[src/rtl/sca_pkg.sv]
// Shared types, constants and codes for the sound channel allocator.
package sca_pkg;

	// Field widths of the command and result transactions.
	localparam int unsigned ORIGIN_W     = 16;
	localparam int unsigned SOUND_W      = 9;
	localparam int unsigned PRIO_W       = 8;
	localparam int unsigned CMD_W        = 2;
	localparam int unsigned CHAN_W       = 4;
	localparam int unsigned MASK_W       = 16;
	localparam int unsigned STATUS_W     = 2;
	localparam int unsigned ACTIVE_W     = 5;

	// Reset value of the active channel count and default channel count.
	localparam logic [ACTIVE_W-1:0] ACTIVE_RESET = 5'd8;
	localparam int unsigned NUM_CHANNELS_DEF = 16;

	// Command codes.
	typedef enum logic [CMD_W-1:0] {
		CMD_START   = 2'd0,
		CMD_STOP    = 2'd1,
		CMD_RELEASE = 2'd2,
		CMD_UNUSED  = 2'd3
	} cmd_t;

	// Result status codes.
	typedef enum logic [STATUS_W-1:0] {
		ST_STARTED    = 2'd0,
		ST_NO_CHANNEL = 2'd1,
		ST_PLAYING    = 2'd2,
		ST_STOP_DONE  = 2'd3
	} status_t;

	// Sequencer states.
	typedef enum logic [1:0] {
		S_IDLE,
		S_SCAN,
		S_COMMIT,
		S_RESP
	} state_t;

	// One channel entry, also used as the search key of a start.
	typedef struct packed {
		logic [ORIGIN_W-1:0] origin;
		logic [SOUND_W-1:0]  sound;
		logic [PRIO_W-1:0]   prio;
	} entry_t;

	// Outcome of comparing one channel against the key.
	typedef struct packed {
		logic is_free;
		logic origin_hit;
		logic once_hit;
		logic prio_hit;
	} flags_t;

endpackage

[src/rtl/sca_chan_mem.sv]
// Channel entry memory: one write port, one read port with registered read data.
module sca_chan_mem #(
	parameter int unsigned NUM_CHANNELS = sca_pkg::NUM_CHANNELS_DEF,
	parameter int unsigned IW = (NUM_CHANNELS > 1) ? $clog2(NUM_CHANNELS) : 1
) (
	input  logic             clk,
	input  logic             we,
	input  logic [IW-1:0]    waddr,
	input  sca_pkg::entry_t  wdata,
	input  logic [IW-1:0]    raddr,
	output sca_pkg::entry_t  rdata
);
	import sca_pkg::*;

	entry_t mem [NUM_CHANNELS];

	// Write port.
	always_ff @(posedge clk) begin
		if (we) begin
			mem[waddr] <= wdata;
		end
	end

	// Read port, data available the cycle after the address.
	always_ff @(posedge clk) begin
		rdata <= mem[raddr];
	end

endmodule

[src/rtl/sca_match_unit.sv]
// Shared compare unit: checks one channel entry against the search key.
module sca_match_unit (
	input  sca_pkg::entry_t entry,
	input  logic            entry_busy,
	input  sca_pkg::entry_t key,
	output sca_pkg::flags_t flags
);
	import sca_pkg::*;

	logic origin_eq;

	// Origin equality is shared by the stop match and the repeat check.
	assign origin_eq = (entry.origin == key.origin);

	always_comb begin
		flags.is_free    = !entry_busy;
		flags.origin_hit = entry_busy && origin_eq;
		flags.once_hit   = entry_busy && origin_eq && (entry.sound == key.sound);
		flags.prio_hit   = (entry.prio >= key.prio);
	end

endmodule

[src/rtl/sca_sequencer.sv]
// Sequencer: command capture, channel scan, commit of busy marks and result register.
module sca_sequencer #(
	parameter int unsigned NUM_CHANNELS = sca_pkg::NUM_CHANNELS_DEF,
	parameter int unsigned IW = (NUM_CHANNELS > 1) ? $clog2(NUM_CHANNELS) : 1
) (
	input  logic                            clk,
	input  logic                            arst_n,
	// Command channel.
	input  logic                            in_valid,
	output logic                            in_ready,
	input  logic [sca_pkg::CMD_W-1:0]       command,
	input  logic [sca_pkg::ORIGIN_W-1:0]    origin_id,
	input  logic [sca_pkg::SOUND_W-1:0]     sound_id,
	input  logic [sca_pkg::PRIO_W-1:0]      sound_priority,
	input  logic                            once_only,
	input  logic [sca_pkg::CHAN_W-1:0]      channel_index,
	// Result channel.
	output logic                            out_valid,
	input  logic                            out_ready,
	output logic                            granted,
	output logic [sca_pkg::CHAN_W-1:0]      granted_channel,
	output logic [sca_pkg::MASK_W-1:0]      freed_mask,
	output logic [sca_pkg::STATUS_W-1:0]    status,
	// Configuration channel.
	input  logic                            cfg_valid,
	output logic                            cfg_ready,
	input  logic [sca_pkg::ACTIVE_W-1:0]    cfg_data,
	// Memory and compare unit.
	output logic                            mem_we,
	output logic [IW-1:0]                   mem_waddr,
	output sca_pkg::entry_t                 mem_wdata,
	output logic [IW-1:0]                   mem_raddr,
	output sca_pkg::entry_t                 key,
	output logic                            cmp_busy,
	input  sca_pkg::flags_t                 flags
);
	import sca_pkg::*;

	localparam int unsigned CW = $clog2(NUM_CHANNELS + 1);

	state_t                state_q, state_d;
	logic [ACTIVE_W-1:0]   active_q;
	logic [NUM_CHANNELS-1:0] busy_q, busy_d;

	cmd_t                  cmd_q;
	entry_t                key_q;
	logic                  once_q;
	logic [CHAN_W-1:0]     idx_q;
	logic [CW-1:0]         n_q, n_d;

	logic [CW-1:0]         rd_cnt_q;
	logic                  cmp_vld_q;
	logic [IW-1:0]         cmp_idx_q;
	logic                  scan_done;

	logic                  found_free_q, found_match_q, found_once_q, found_prio_q;
	logic [IW-1:0]         free_idx_q, match_idx_q, prio_idx_q;

	logic                  grant_d;
	logic [IW-1:0]         gch_d;
	logic [MASK_W-1:0]     mask_d;
	status_t               status_d;
	logic                  rel_ok;
	logic [IW-1:0]         rel_idx;

	logic                  granted_q;
	logic [CHAN_W-1:0]     gch_q;
	logic [MASK_W-1:0]     mask_q;
	status_t               status_q;

	logic                  in_fire;

	assign in_fire   = in_valid && in_ready;
	assign cfg_ready = 1'b1;

	// Active count register, written by a configuration transaction.
	always_ff @(posedge clk or negedge arst_n) begin
		if (!arst_n) begin
			active_q <= ACTIVE_RESET;
		end else if (cfg_valid && cfg_ready) begin
			active_q <= cfg_data;
		end
	end

	// Saturate the active count to the range one to the channel count.
	always_comb begin
		if (active_q == '0) begin
			n_d = CW'(1);
		end else if (32'(active_q) > NUM_CHANNELS) begin
			n_d = CW'(NUM_CHANNELS);
		end else begin
			n_d = CW'(active_q);
		end
	end

	// Scan ends once every active channel has been read and the last one compared.
	assign scan_done = (rd_cnt_q == n_q) && !cmp_vld_q;

	// Next state.
	always_comb begin
		state_d = state_q;
		unique case (state_q)
			S_IDLE: begin
				if (in_fire) begin
					if (cmd_t'(command) == CMD_START || cmd_t'(command) == CMD_STOP) begin
						state_d = S_SCAN;
					end else begin
						state_d = S_COMMIT;
					end
				end
			end
			S_SCAN: begin
				if (scan_done) begin
					state_d = S_COMMIT;
				end
			end
			S_COMMIT: begin
				state_d = S_RESP;
			end
			S_RESP: begin
				if (out_ready) begin
					state_d = S_IDLE;
				end
			end
			default: begin
				state_d = S_IDLE;
			end
		endcase
	end

	// Handshake and memory control outputs.
	always_comb begin
		in_ready  = (state_q == S_IDLE);
		out_valid = (state_q == S_RESP);
		mem_we    = (state_q == S_COMMIT) && grant_d;
	end

	always_ff @(posedge clk or negedge arst_n) begin
		if (!arst_n) begin
			state_q <= S_IDLE;
		end else begin
			state_q <= state_d;
		end
	end

	// Release target is any channel below the channel count.
	assign rel_idx = IW'(idx_q);
	assign rel_ok  = (32'(idx_q) < NUM_CHANNELS) && busy_q[rel_idx];

	// Commit decision from the scan results.
	always_comb begin
		grant_d  = 1'b0;
		gch_d    = '0;
		mask_d   = '0;
		status_d = ST_STOP_DONE;
		busy_d   = busy_q;
		unique case (cmd_q)
			CMD_START: begin
				priority if (once_q && found_once_q) begin
					status_d = ST_PLAYING;
				end else if (found_free_q || found_match_q) begin
					// The stopped channel is free again, so the first free one wins.
					if (found_match_q) begin
						busy_d[match_idx_q] = 1'b0;
						mask_d = MASK_W'(1) << match_idx_q;
					end
					if (found_free_q && (!found_match_q || free_idx_q < match_idx_q)) begin
						gch_d = free_idx_q;
					end else begin
						gch_d = match_idx_q;
					end
					busy_d[gch_d] = 1'b1;
					grant_d  = 1'b1;
					status_d = ST_STARTED;
				end else if (found_prio_q) begin
					// Every scanned channel is busy: evict the first one whose priority is not below the key's.
					gch_d    = prio_idx_q;
					mask_d   = MASK_W'(1) << prio_idx_q;
					grant_d  = 1'b1;
					status_d = ST_STARTED;
				end else begin
					status_d = ST_NO_CHANNEL;
				end
			end
			CMD_STOP: begin
				if (found_match_q) begin
					busy_d[match_idx_q] = 1'b0;
					mask_d = MASK_W'(1) << match_idx_q;
				end
			end
			CMD_RELEASE: begin
				if (rel_ok) begin
					busy_d[rel_idx] = 1'b0;
					mask_d = MASK_W'(1) << rel_idx;
				end
			end
			CMD_UNUSED: begin
				status_d = ST_STOP_DONE;
			end
			default: begin
				status_d = ST_STOP_DONE;
			end
		endcase
	end

	// Busy marks and scan bookkeeping.
	always_ff @(posedge clk or negedge arst_n) begin
		if (!arst_n) begin
			busy_q        <= '0;
			rd_cnt_q      <= '0;
			cmp_vld_q     <= 1'b0;
			found_free_q  <= 1'b0;
			found_match_q <= 1'b0;
			found_once_q  <= 1'b0;
			found_prio_q  <= 1'b0;
		end else begin
			if (in_fire) begin
				rd_cnt_q      <= '0;
				cmp_vld_q     <= 1'b0;
				found_free_q  <= 1'b0;
				found_match_q <= 1'b0;
				found_once_q  <= 1'b0;
				found_prio_q  <= 1'b0;
			end else if (state_q == S_SCAN) begin
				// Read one channel per cycle and compare the one read before.
				if (rd_cnt_q < n_q) begin
					rd_cnt_q <= rd_cnt_q + CW'(1);
				end
				cmp_vld_q <= (rd_cnt_q < n_q);
				if (cmp_vld_q) begin
					if (flags.is_free && !found_free_q) begin
						found_free_q <= 1'b1;
					end
					if (flags.origin_hit && !found_match_q) begin
						found_match_q <= 1'b1;
					end
					if (flags.once_hit) begin
						found_once_q <= 1'b1;
					end
					if (flags.prio_hit && !found_prio_q) begin
						found_prio_q <= 1'b1;
					end
				end
			end
			if (state_q == S_COMMIT) begin
				busy_q <= busy_d;
			end
		end
	end

	// First-hit indices, captured command fields and result registers.
	always_ff @(posedge clk) begin
		if (in_fire) begin
			cmd_q        <= cmd_t'(command);
			key_q.origin <= origin_id;
			key_q.sound  <= sound_id;
			key_q.prio   <= sound_priority;
			once_q       <= once_only;
			idx_q        <= channel_index;
			n_q          <= n_d;
		end
		if (state_q == S_SCAN) begin
			cmp_idx_q <= rd_cnt_q[IW-1:0];
			if (cmp_vld_q) begin
				if (flags.is_free && !found_free_q) begin
					free_idx_q <= cmp_idx_q;
				end
				if (flags.origin_hit && !found_match_q) begin
					match_idx_q <= cmp_idx_q;
				end
				if (flags.prio_hit && !found_prio_q) begin
					prio_idx_q <= cmp_idx_q;
				end
			end
		end
		if (state_q == S_COMMIT) begin
			granted_q <= grant_d;
			gch_q     <= CHAN_W'(gch_d);
			mask_q    <= mask_d;
			status_q  <= status_d;
		end
	end

	// Memory and compare unit connections.
	assign mem_raddr = rd_cnt_q[IW-1:0];
	assign mem_waddr = gch_d;
	assign mem_wdata = key_q;
	assign key       = key_q;
	assign cmp_busy  = busy_q[cmp_idx_q];

	// Result transaction fields.
	assign granted         = granted_q;
	assign granted_channel = gch_q;
	assign freed_mask      = mask_q;
	assign status          = status_q;

	// The read counter never passes the scan length.
	assert property (@(posedge clk) disable iff (!arst_n)
		(state_q == S_SCAN) |-> (rd_cnt_q <= n_q))
		else $error("scan counter beyond active count");

	// A granted start leaves its channel marked busy.
	assert property (@(posedge clk) disable iff (!arst_n)
		(state_q == S_COMMIT && grant_d) |=> busy_q[$past(gch_d)])
		else $error("granted channel not marked busy");

	// A start reported as started is always granted, and only then.
	assert property (@(posedge clk) disable iff (!arst_n)
		out_valid |-> (granted_q == (status_q == ST_STARTED)))
		else $error("granted flag disagrees with status");

	// Commands are never taken while a result is pending.
	assert property (@(posedge clk) disable iff (!arst_n)
		out_valid |-> !in_ready)
		else $error("command accepted while result pending");

endmodule

[src/rtl/sound_channel_allocator.sv]
// Voice-channel allocator for a sound mixer with priority stealing. Each command
// transaction scans the first n channels, where n is the active channel count
// saturated to the range one to NUM_CHANNELS, through the single read port of the
// channel memory, one channel per cycle, with the shared compare unit checking
// the entry read the cycle before. A start or a stop passes through the scan, a
// commit and the result register; a release or an unused command goes straight
// to the commit. The next command is accepted in the cycle after the result
// transaction completes. Busy marks sit in flip-flops cleared by reset; channel
// entries need no clearing. The active count may be written only while no command
// is in progress.
module sound_channel_allocator #(
	parameter int unsigned NUM_CHANNELS = sca_pkg::NUM_CHANNELS_DEF
) (
	input  logic                            clk,
	input  logic                            arst_n,
	input  logic                            in_valid,
	output logic                            in_ready,
	input  logic [sca_pkg::CMD_W-1:0]       command,
	input  logic [sca_pkg::ORIGIN_W-1:0]    origin_id,
	input  logic [sca_pkg::SOUND_W-1:0]     sound_id,
	input  logic [sca_pkg::PRIO_W-1:0]      sound_priority,
	input  logic                            once_only,
	input  logic [sca_pkg::CHAN_W-1:0]      channel_index,
	output logic                            out_valid,
	input  logic                            out_ready,
	output logic                            granted,
	output logic [sca_pkg::CHAN_W-1:0]      granted_channel,
	output logic [sca_pkg::MASK_W-1:0]      freed_mask,
	output logic [sca_pkg::STATUS_W-1:0]    status,
	input  logic                            cfg_valid,
	output logic                            cfg_ready,
	input  logic [sca_pkg::ACTIVE_W-1:0]    cfg_data
);
	import sca_pkg::*;

	localparam int unsigned IW = (NUM_CHANNELS > 1) ? $clog2(NUM_CHANNELS) : 1;

	logic          mem_we;
	logic [IW-1:0] mem_waddr;
	logic [IW-1:0] mem_raddr;
	entry_t        mem_wdata;
	entry_t        mem_rdata;
	entry_t        key;
	logic          cmp_busy;
	flags_t        flags;

	// Channel entry storage.
	sca_chan_mem #(
		.NUM_CHANNELS (NUM_CHANNELS),
		.IW           (IW)
	) u_mem (
		.clk   (clk),
		.we    (mem_we),
		.waddr (mem_waddr),
		.wdata (mem_wdata),
		.raddr (mem_raddr),
		.rdata (mem_rdata)
	);

	// Shared compare unit.
	sca_match_unit u_match (
		.entry      (mem_rdata),
		.entry_busy (cmp_busy),
		.key        (key),
		.flags      (flags)
	);

	// Control sequencer.
	sca_sequencer #(
		.NUM_CHANNELS (NUM_CHANNELS),
		.IW           (IW)
	) u_seq (
		.clk             (clk),
		.arst_n          (arst_n),
		.in_valid        (in_valid),
		.in_ready        (in_ready),
		.command         (command),
		.origin_id       (origin_id),
		.sound_id        (sound_id),
		.sound_priority  (sound_priority),
		.once_only       (once_only),
		.channel_index   (channel_index),
		.out_valid       (out_valid),
		.out_ready       (out_ready),
		.granted         (granted),
		.granted_channel (granted_channel),
		.freed_mask      (freed_mask),
		.status          (status),
		.cfg_valid       (cfg_valid),
		.cfg_ready       (cfg_ready),
		.cfg_data        (cfg_data),
		.mem_we          (mem_we),
		.mem_waddr       (mem_waddr),
		.mem_wdata       (mem_wdata),
		.mem_raddr       (mem_raddr),
		.key             (key),
		.cmp_busy        (cmp_busy),
		.flags           (flags)
	);

endmodule
[config.mk]
export PLATFORM = sky130hd
export DESIGN_NAME = sound_channel_allocator
export DESIGN_NICKNAME = d
export VERILOG_FILES = /design/src/rtl/sca_pkg.sv /design/src/rtl/sca_chan_mem.sv /design/src/rtl/sca_match_unit.sv /design/src/rtl/sca_sequencer.sv /design/src/rtl/sound_channel_allocator.sv
export SDC_FILE = /design/constraint.sdc
export NUM_CORES = 1
export LEC_CHECK = 0
export BUFFER_PORTS_ARGS = -buffer_cell sky130_fd_sc_hd__buf_2
export CAP_MARGIN = 0
export CORE_ASPECT_RATIO = 1.2
export CORE_MARGIN = 5
export CORE_UTILIZATION = 40
export DETAILED_ROUTE_END_ITERATION = 6
export PLACE_DENSITY_LB_ADDON = 0.05
export SLEW_MARGIN = 20
export SYNTH_ARGS = -nofsm -noshare
export SYNTH_HDL_FRONTEND = slang
export SYNTH_SLANG_ARGS = --single-unit
[constraint.sdc]
create_clock -name clk -period 8.26 [get_ports clk]
set_input_delay 0 -clock clk [delete_from_list [all_inputs] [get_ports clk]]
set_output_delay 0 -clock clk [all_outputs]
set_load 0.01 [all_outputs]
==> qor.txt, run 1 <==
Yosys cell types -> 61
RePlAce Congestion -> 0.858
Achievable Freq -> 0.209 GHz
Die width -> 247 um
Data required time of the worst path -> 8.52 ns
Setup TNS -> 0 ns
Final setup margin -> 3.48 ns
Largest net degree at the start of global routing -> 64
Mean number of vias per cell -> 5.41
Final Max Tran Viols -> 0
PortBufs -> 74
Most frequent cells in the layout -> 612 x edfxtp_1, 173 x mux4_2, 74 x buf_2
Routed WL -> 63.5 mm
YS warnings -> 0
Drt first pass iters -> 6
EDFF count, synth -> 612
Post-Syn Instances -> 1379
Setup violators final -> 0
Area of the multi-input gates -> 6810 um^2
Asr flop ratio synth -> 0.0487
WS Path Type -> reg2reg
Yosys reg bits -> 678
Hpwl dp -> 37.6 mm
Cell Count Post-Placement -> 2315
Clk_skew -> 0.0229 ns
Number of global-route vias before repair -> 14258
Syn Nets -> 1456
CTS Root Cell -> clkbuf_16
Area Growth Syn to Fin -> 16.6%
Mapped cell area -> 27000 um^2
Setup Buffers After CTS -> 0
Fin crit share -> 0.578
Most common cell after layout, fill and taps aside -> edfxtp_1
Slew HR -> 0.277
Worst-path clk slew -> 0.06 ns
Clock Tree Buf Depth -> 3
Place WS -> 3.49 ns
Status -> complete, no violations
Fraction of layout cells with a size suffix above 1 -> 0.261
Fin cells -> 2500
Synth Flop Type -> edfxtp_1
Die area -> 72700 um^2
Final hold vios -> 0
Layout fillers -> 5677
Mean post-synth cell area -> 19.5 um^2
Die Y -> 294 um
Tot GR Track Use -> 0.176
PD cells -> 301 nW/um^2
Worst skew pair latency -> 0.61 ns
Crit-path max FO -> 35
CTS tree -> yes
H-tree Lvls -> 3
Top-level I/O count -> 76
CP Capture Type -> register
Initial DRC count -> 844
Max VDD drop -> 151 uV
Worst slew pin tran -> 1.08 ns
Leak -> 10.1 nW
Worst EP arrival -> 5.04 ns
Diodes inserted -> 0
Cell row count -> 104
GRT Residual Overflow -> 0
HP Class -> in2async
Initial Util -> 0.402
Num CTS Buffers -> 72
CP Launch Type -> register
Via count -> 13521
Core area -> 67000 um^2
Fin crit period -> 4.78 ns
Post-DRT Antenna Nets -> 0
Initial antenna violation count -> 1
Sequential cell area -> 19900 um^2
TritonCTS Sinks -> 678
RSZ-0062 raised after global routing -> no
Post-route DRC -> 0
Post-DR wirelength/cell -> 25.4 um
Max-Cap Viols -> 0
First-pass GRT wire length -> 94.7 mm
Final nets -> 1619
Seq/Total Area, Yosys -> 0.737
[area by class of cell]
class / count / area share
Clock buffer: 91 / 0.0612
Sequential cell: 678 / 0.633
Inverter: 31 / 0.00370
Timing Repair Buffer: 158 / 0.0362
Multi-Input combinational cell: 601 / 0.217
Tap cell: 901 / 0.0359
Clock inverter: 40 / 0.0135
[cells in the mapped netlist, types with 11 or more instances]
library cell  instances  share of area
o211ai_1             14         0.0039
buf_2                11         0.0020
nor2_1               62         0.0086
nand2_1              46         0.0064
mux4_2              173           0.14
edfxtp_1            612           0.68
a21oi_1              43         0.0080
o21ai_0              25         0.0046
inv_1                31         0.0043
nand4_1              11         0.0026
xnor2_1              22         0.0071
nor4_1               12         0.0028
nand3_1              13         0.0024
ha_1                 27          0.013
nand2b_1             13         0.0030
buf_1                12         0.0017
dfxtp_1              33          0.025
clkbuf_1             43         0.0060
dfrtp_1              32          0.030
nor2b_1              14         0.0032
[timing repair]
action                     CTS  global route
hold buffers                54             0
gates resized for setup      0             0
setup endpoints to repair    0             0
hold endpoints to repair    81             0
[through the flow]
stage,power [mW],util,area [um^2],hold WS [ns]
after floorplan,5.73,-,27000,-0.296
after global placement,6.38,0.426,28500,0.156
after detailed placement,6.38,0.426,28500,0.154
after CTS,9.63,0.469,31400,0.0453
after global routing,9.92,0.469,31400,0.0807
final,9.46,0.469,31400,0.0522
[power breakdown]
part           switching [mW]  total [mW]  leakage [nW]  internal [mW]
clock network            1.33        3.19          1.14           1.86
registers               0.350        4.48          6.22           4.13
logic                   0.930        1.80          2.71          0.867
[layer usage]
metal	track usage	routed length, um
met1	0.235	27200
met2	0.298	31900
met3	0.0271	2500
met4	0.0591	1830
met5	0	13
[critical path: stages (launching register included)]
cell       delay (ns)
edfxtp_1         0.55
inv_1            0.21
ha_1             0.38
a2111oi_4        0.39
a211o_1          0.84
mux2i_1          0.37
o2111ai_1        0.45
nor2_4           0.80
buf_4            0.45
[cell families (layout without fill, tap and decap cells)]
logic type | count (synthesis) | in the layout | share of synthesized area
AO/OA/AOI/OAI | 156 | 156 | 0.0395
XOR/XNOR | 29 | 29 | 0.00942
adder cells (fa/ha/maj) | 27 | 27 | 0.0125
buffers and inverters | 100 | 320 | 0.0149
flip-flops | 678 | 678 | 0.737
multiplexers | 187 | 187 | 0.150
other | 1 | 1 | 0.000139
AND/OR/NAND/NOR | 201 | 201 | 0.0367
[state kept, by name, summed over array words and instances (netlist names), 5 cells and up]
register	count
u_mem.mem	528
u_mem.rdata	33
u_seq.key	33
u_seq.busy_q	16
u_seq.freed_mask	16
u_seq.active_q	5
u_seq.n_q	5
u_seq.rd_cnt_q	5
[path summary, 6_finish.rpt]
path | startpoint | end | slack, ns | depth (start not counted)
max | u_seq.match_idx_q[1]$_DFFE_PP_ | u_mem.mem[15][26]$_DFFE_PP_ | 3.48 | 8
min | arst_n | u_seq.found_match_q$_DFFE_PN0P_ | 0.05 | 2
max reg2reg | u_seq.match_idx_q[1]$_DFFE_PP_ | u_mem.mem[15][26]$_DFFE_PP_ | 3.48 | 8
min reg2reg | u_seq.busy_q[6]$_DFFE_PN0P_ | u_seq.busy_q[6]$_DFFE_PN0P_ | 0.51 | 1
max in group asynchronous | arst_n | u_seq.rd_cnt_q[3]$_DFFE_PN0P_ | 7.58 | 2
min in group clk | sound_priority[1] | u_seq.key[1]$_DFFE_PP_ | 0.10 | 2
Power figures use the tool's default switching activity.
==> run 2, diff against run 1 <==
--- a/config.mk
+++ b/config.mk
@@ -5,6 +5,7 @@
 export SDC_FILE = /design/constraint.sdc
 export NUM_CORES = 1
 export LEC_CHECK = 0
+export ABC_AREA = 1
 export BUFFER_PORTS_ARGS = -buffer_cell sky130_fd_sc_hd__buf_2
 export CAP_MARGIN = 0
 export CORE_ASPECT_RATIO = 1.2
==> constraint.sdc (replaced) <==
create_clock -name clk -period 3.9 [get_ports clk]
set_input_delay 0 -clock clk [delete_from_list [all_inputs] [get_ports clk]]
set_output_delay 0 -clock clk [all_outputs]
set_load 0.01 [all_outputs]
==> run 2 against run 1 <==
Compared with the run above: utilization rose by 0.26 points; cell area increased by 2.9%; clock skew down 0.0078 ns; worst hold slack improved by 0.030 ns; clock power grew 110%; wire length increased by 15%; count of clock-buffer cells in the layout up 16; worst setup slack got worse by 2.6 ns; power rose by 55%.
==> qor.txt, run 2 <==
Initial antenna violation count -> 0
Most instantiated library cell after synthesis -> edfxtp_1
Initial Util -> 0.405
GRT Residual Overflow -> 0
Largest net degree at the start of global routing -> 173
Fin crit period -> 3.06 ns
Mapped cell area -> 27800 um^2
Fraction of layout cells with a size suffix above 1 -> 0.109
H-tree Lvls -> 3
Mean number of vias per cell -> 5.38
Yosys cell types -> 49
YS warnings -> 0
Post-route DRC -> 0
EDFF count, synth -> 612
CP Capture Type -> register
Setup violators final -> 0
Worst EP arrival -> 3.29 ns
Post-DRT Antenna Nets -> 0
First-pass GRT wire length -> 112 mm
Post-DR wirelength/cell -> 22.0 um
Area of the multi-input gates -> 7070 um^2
PortBufs -> 74
Sequential cell area -> 19900 um^2
Top-level I/O count -> 76
Leading area contributor after synthesis -> edfxtp_1
Diodes inserted -> 0
Final nets -> 2430
Slew HR -> 0.341
Worst skew pair latency -> 0.60 ns
HP Class -> in2async
CTS Root Cell -> clkbuf_16
Tot GR Track Use -> 0.192
CP startpoint -> u_seq.match_idx_q[3]$_DFFE_PP_
Num CTS Buffers -> 73
Cell row count -> 105
Status -> complete, no violations
Final hold vios -> 0
CP Launch Type -> register
Initial DRC count -> 1227
Max FFs per register -> 528
Achievable Freq -> 0.327 GHz
Seq/Total Area, Yosys -> 0.715
Setup Buffers After CTS -> 0
Via count -> 17857
CTS resizes -> 0
Clk_skew -> 0.0151 ns
Yosys reg bits -> 678
PD cells -> 454 nW/um^2
Data required time of the worst path -> 4.13 ns
Die area -> 74800 um^2
Top cell type's share of synthesized area -> 0.662
CTS Hold Bufs -> 55
Synth Flop Type -> edfxtp_1
Top reg by flops -> u_mem.mem
Core area -> 68600 um^2
CTS tree -> yes
Die width -> 251 um
Die Y -> 299 um
Mean post-synth cell area -> 12.5 um^2
Synth area leaders -> edfxtp_1 66%, nor2_1 5.6%, nand2_1 3.6%
Crit-path max FO -> 33
Leak -> 11.3 nW
Final Max Tran Viols -> 0
RSZ-0062 raised after global routing -> no
Worst-path clk slew -> 0.06 ns
Max-Cap Viols -> 0
Number of global-route vias before repair -> 17855
Max VDD drop -> 303 uV
Final Util -> 0.471
Syn Nets -> 2298
R2r startpoint -> u_seq.match_idx_q[3]$_DFFE_PP_
Clock Tree Buf Depth -> 3
Fin crit share -> 0.785
Ranking of synthesized cells by instance count -> 612 x edfxtp_1, 413 x nor2_1, 265 x nand2_1
Asr flop ratio synth -> 0.0487
Routed WL -> 73.2 mm
WS Path Type -> reg2reg
Setup TNS -> 0 ns
Layout fillers -> 6159
TritonCTS Sinks -> 678
Drt first pass iters -> 5
Post-Syn Instances -> 2221
Worst slew pin tran -> 0.988 ns
Hpwl dp -> 42.8 mm
Area Growth Syn to Fin -> 16.4%
Most common cell after layout, fill and taps aside -> edfxtp_1
Most frequent cells in the layout -> 612 x edfxtp_1, 396 x nor2_1, 265 x nand2_1
RePlAce Congestion -> 0.864
run 2: changes by cell type in the layout (fill, tap and decap cells not counted), moves of 14 or more:
cell,previous run,this run
o221ai_1,1,55
buf_12,0,15
inv_1,31,110
mux2i_1,8,54
o21ai_0,25,161
nand2_1,46,265
o32ai_1,2,81
nand3_1,13,94
mux4_2,173,0
nor2b_1,14,0
nor2_1,46,396
run 2: logic make-up (layout without fill, tap and decap cells):
kind of cell,count (synthesis),in the layout,synth area share
muxes,57,57,0.0207
AOI/OAI and AO/OA,409,409,0.0975
xor gates and xnor gates,17,17,0.00536
adders and majority gates,27,27,0.0122
and+or+nand+nor,795,795,0.114
other,1,1,0.000135
buffers and inverters,237,427,0.0346
DFF,678,678,0.715
run 2: metal layers:
metal	track usage	part of all wire
met1	0.260	0.44
met2	0.328	0.49
met3	0.0255	0.038
met4	0.0556	0.023
met5	0	0
run 2: cell type report:
class	count	share of cell area
tap	909	0.0352
inverter	119	0.0140
clock inverter	26	0.00855
timing repair buffer	175	0.0450
sequential	678	0.615
multi-input combinational	1306	0.219
clock buffer	107	0.0640
run 2: worst paths after layout:
| check | end | slack, ns | cells after the start |
|---|---|---|---|
| max in group asynchronous | u_seq.rd_cnt_q[1]$_DFFE_PN0P_ | 3.15 | 2 |
| hold reg to reg | u_seq.busy_q[11]$_DFFE_PN0P_ | 0.49 | 2 |
| hold / removal | u_seq.busy_q[0]$_DFFE_PN0P_ | 0.08 | 2 |
| setup reg to reg | u_mem.mem[5][27]$_DFFE_PP_ | 0.84 | 15 |
| setup / recovery | u_mem.mem[5][27]$_DFFE_PP_ | 0.84 | 15 |
| min in group clk | u_seq.key[14]$_DFFE_PP_ | 0.10 | 2 |
run 2: power by group:
group	switching, mW	leakage [nW]	internal (mW)	total [mW]
combinational	0.0336	3.98	0.0633	0.0969
sequential	0.00379	6.20	7.82	7.82
clock	2.80	1.14	3.96	6.76
run 2: worst max-delay path: stages (launching register included):
cell      delay [ns]
edfxtp_1        0.41
inv_1           0.10
ha_1            0.30
nand2_1         0.06
inv_1           0.04
nand2_1         0.04
nand2_1         0.06
nand2_2         0.13
nand2_4         0.15
nand2_1         0.09
nand3_1         0.11
nand2_1         0.09
inv_1           0.10
nand3_1         0.34
nor2_4          0.17
buf_4           0.48
run 2: metrics by stage:
stage          power, mW  worst slack, ns  std cells  hold WS, ns  area (um^2)
6_report            14.7            0.840       3320       0.0826        32300
5_1_grt             15.2            0.528       3320       0.0868        32300
2_1_floorplan       7.99            0.254       2221       -0.296        27800
3_3_place_gp        8.02            0.815       3132        0.176        29400
4_1_cts             14.9            0.809       3320       0.0610        32300
3_5_place_dp        8.03            0.828       3132        0.178        29400
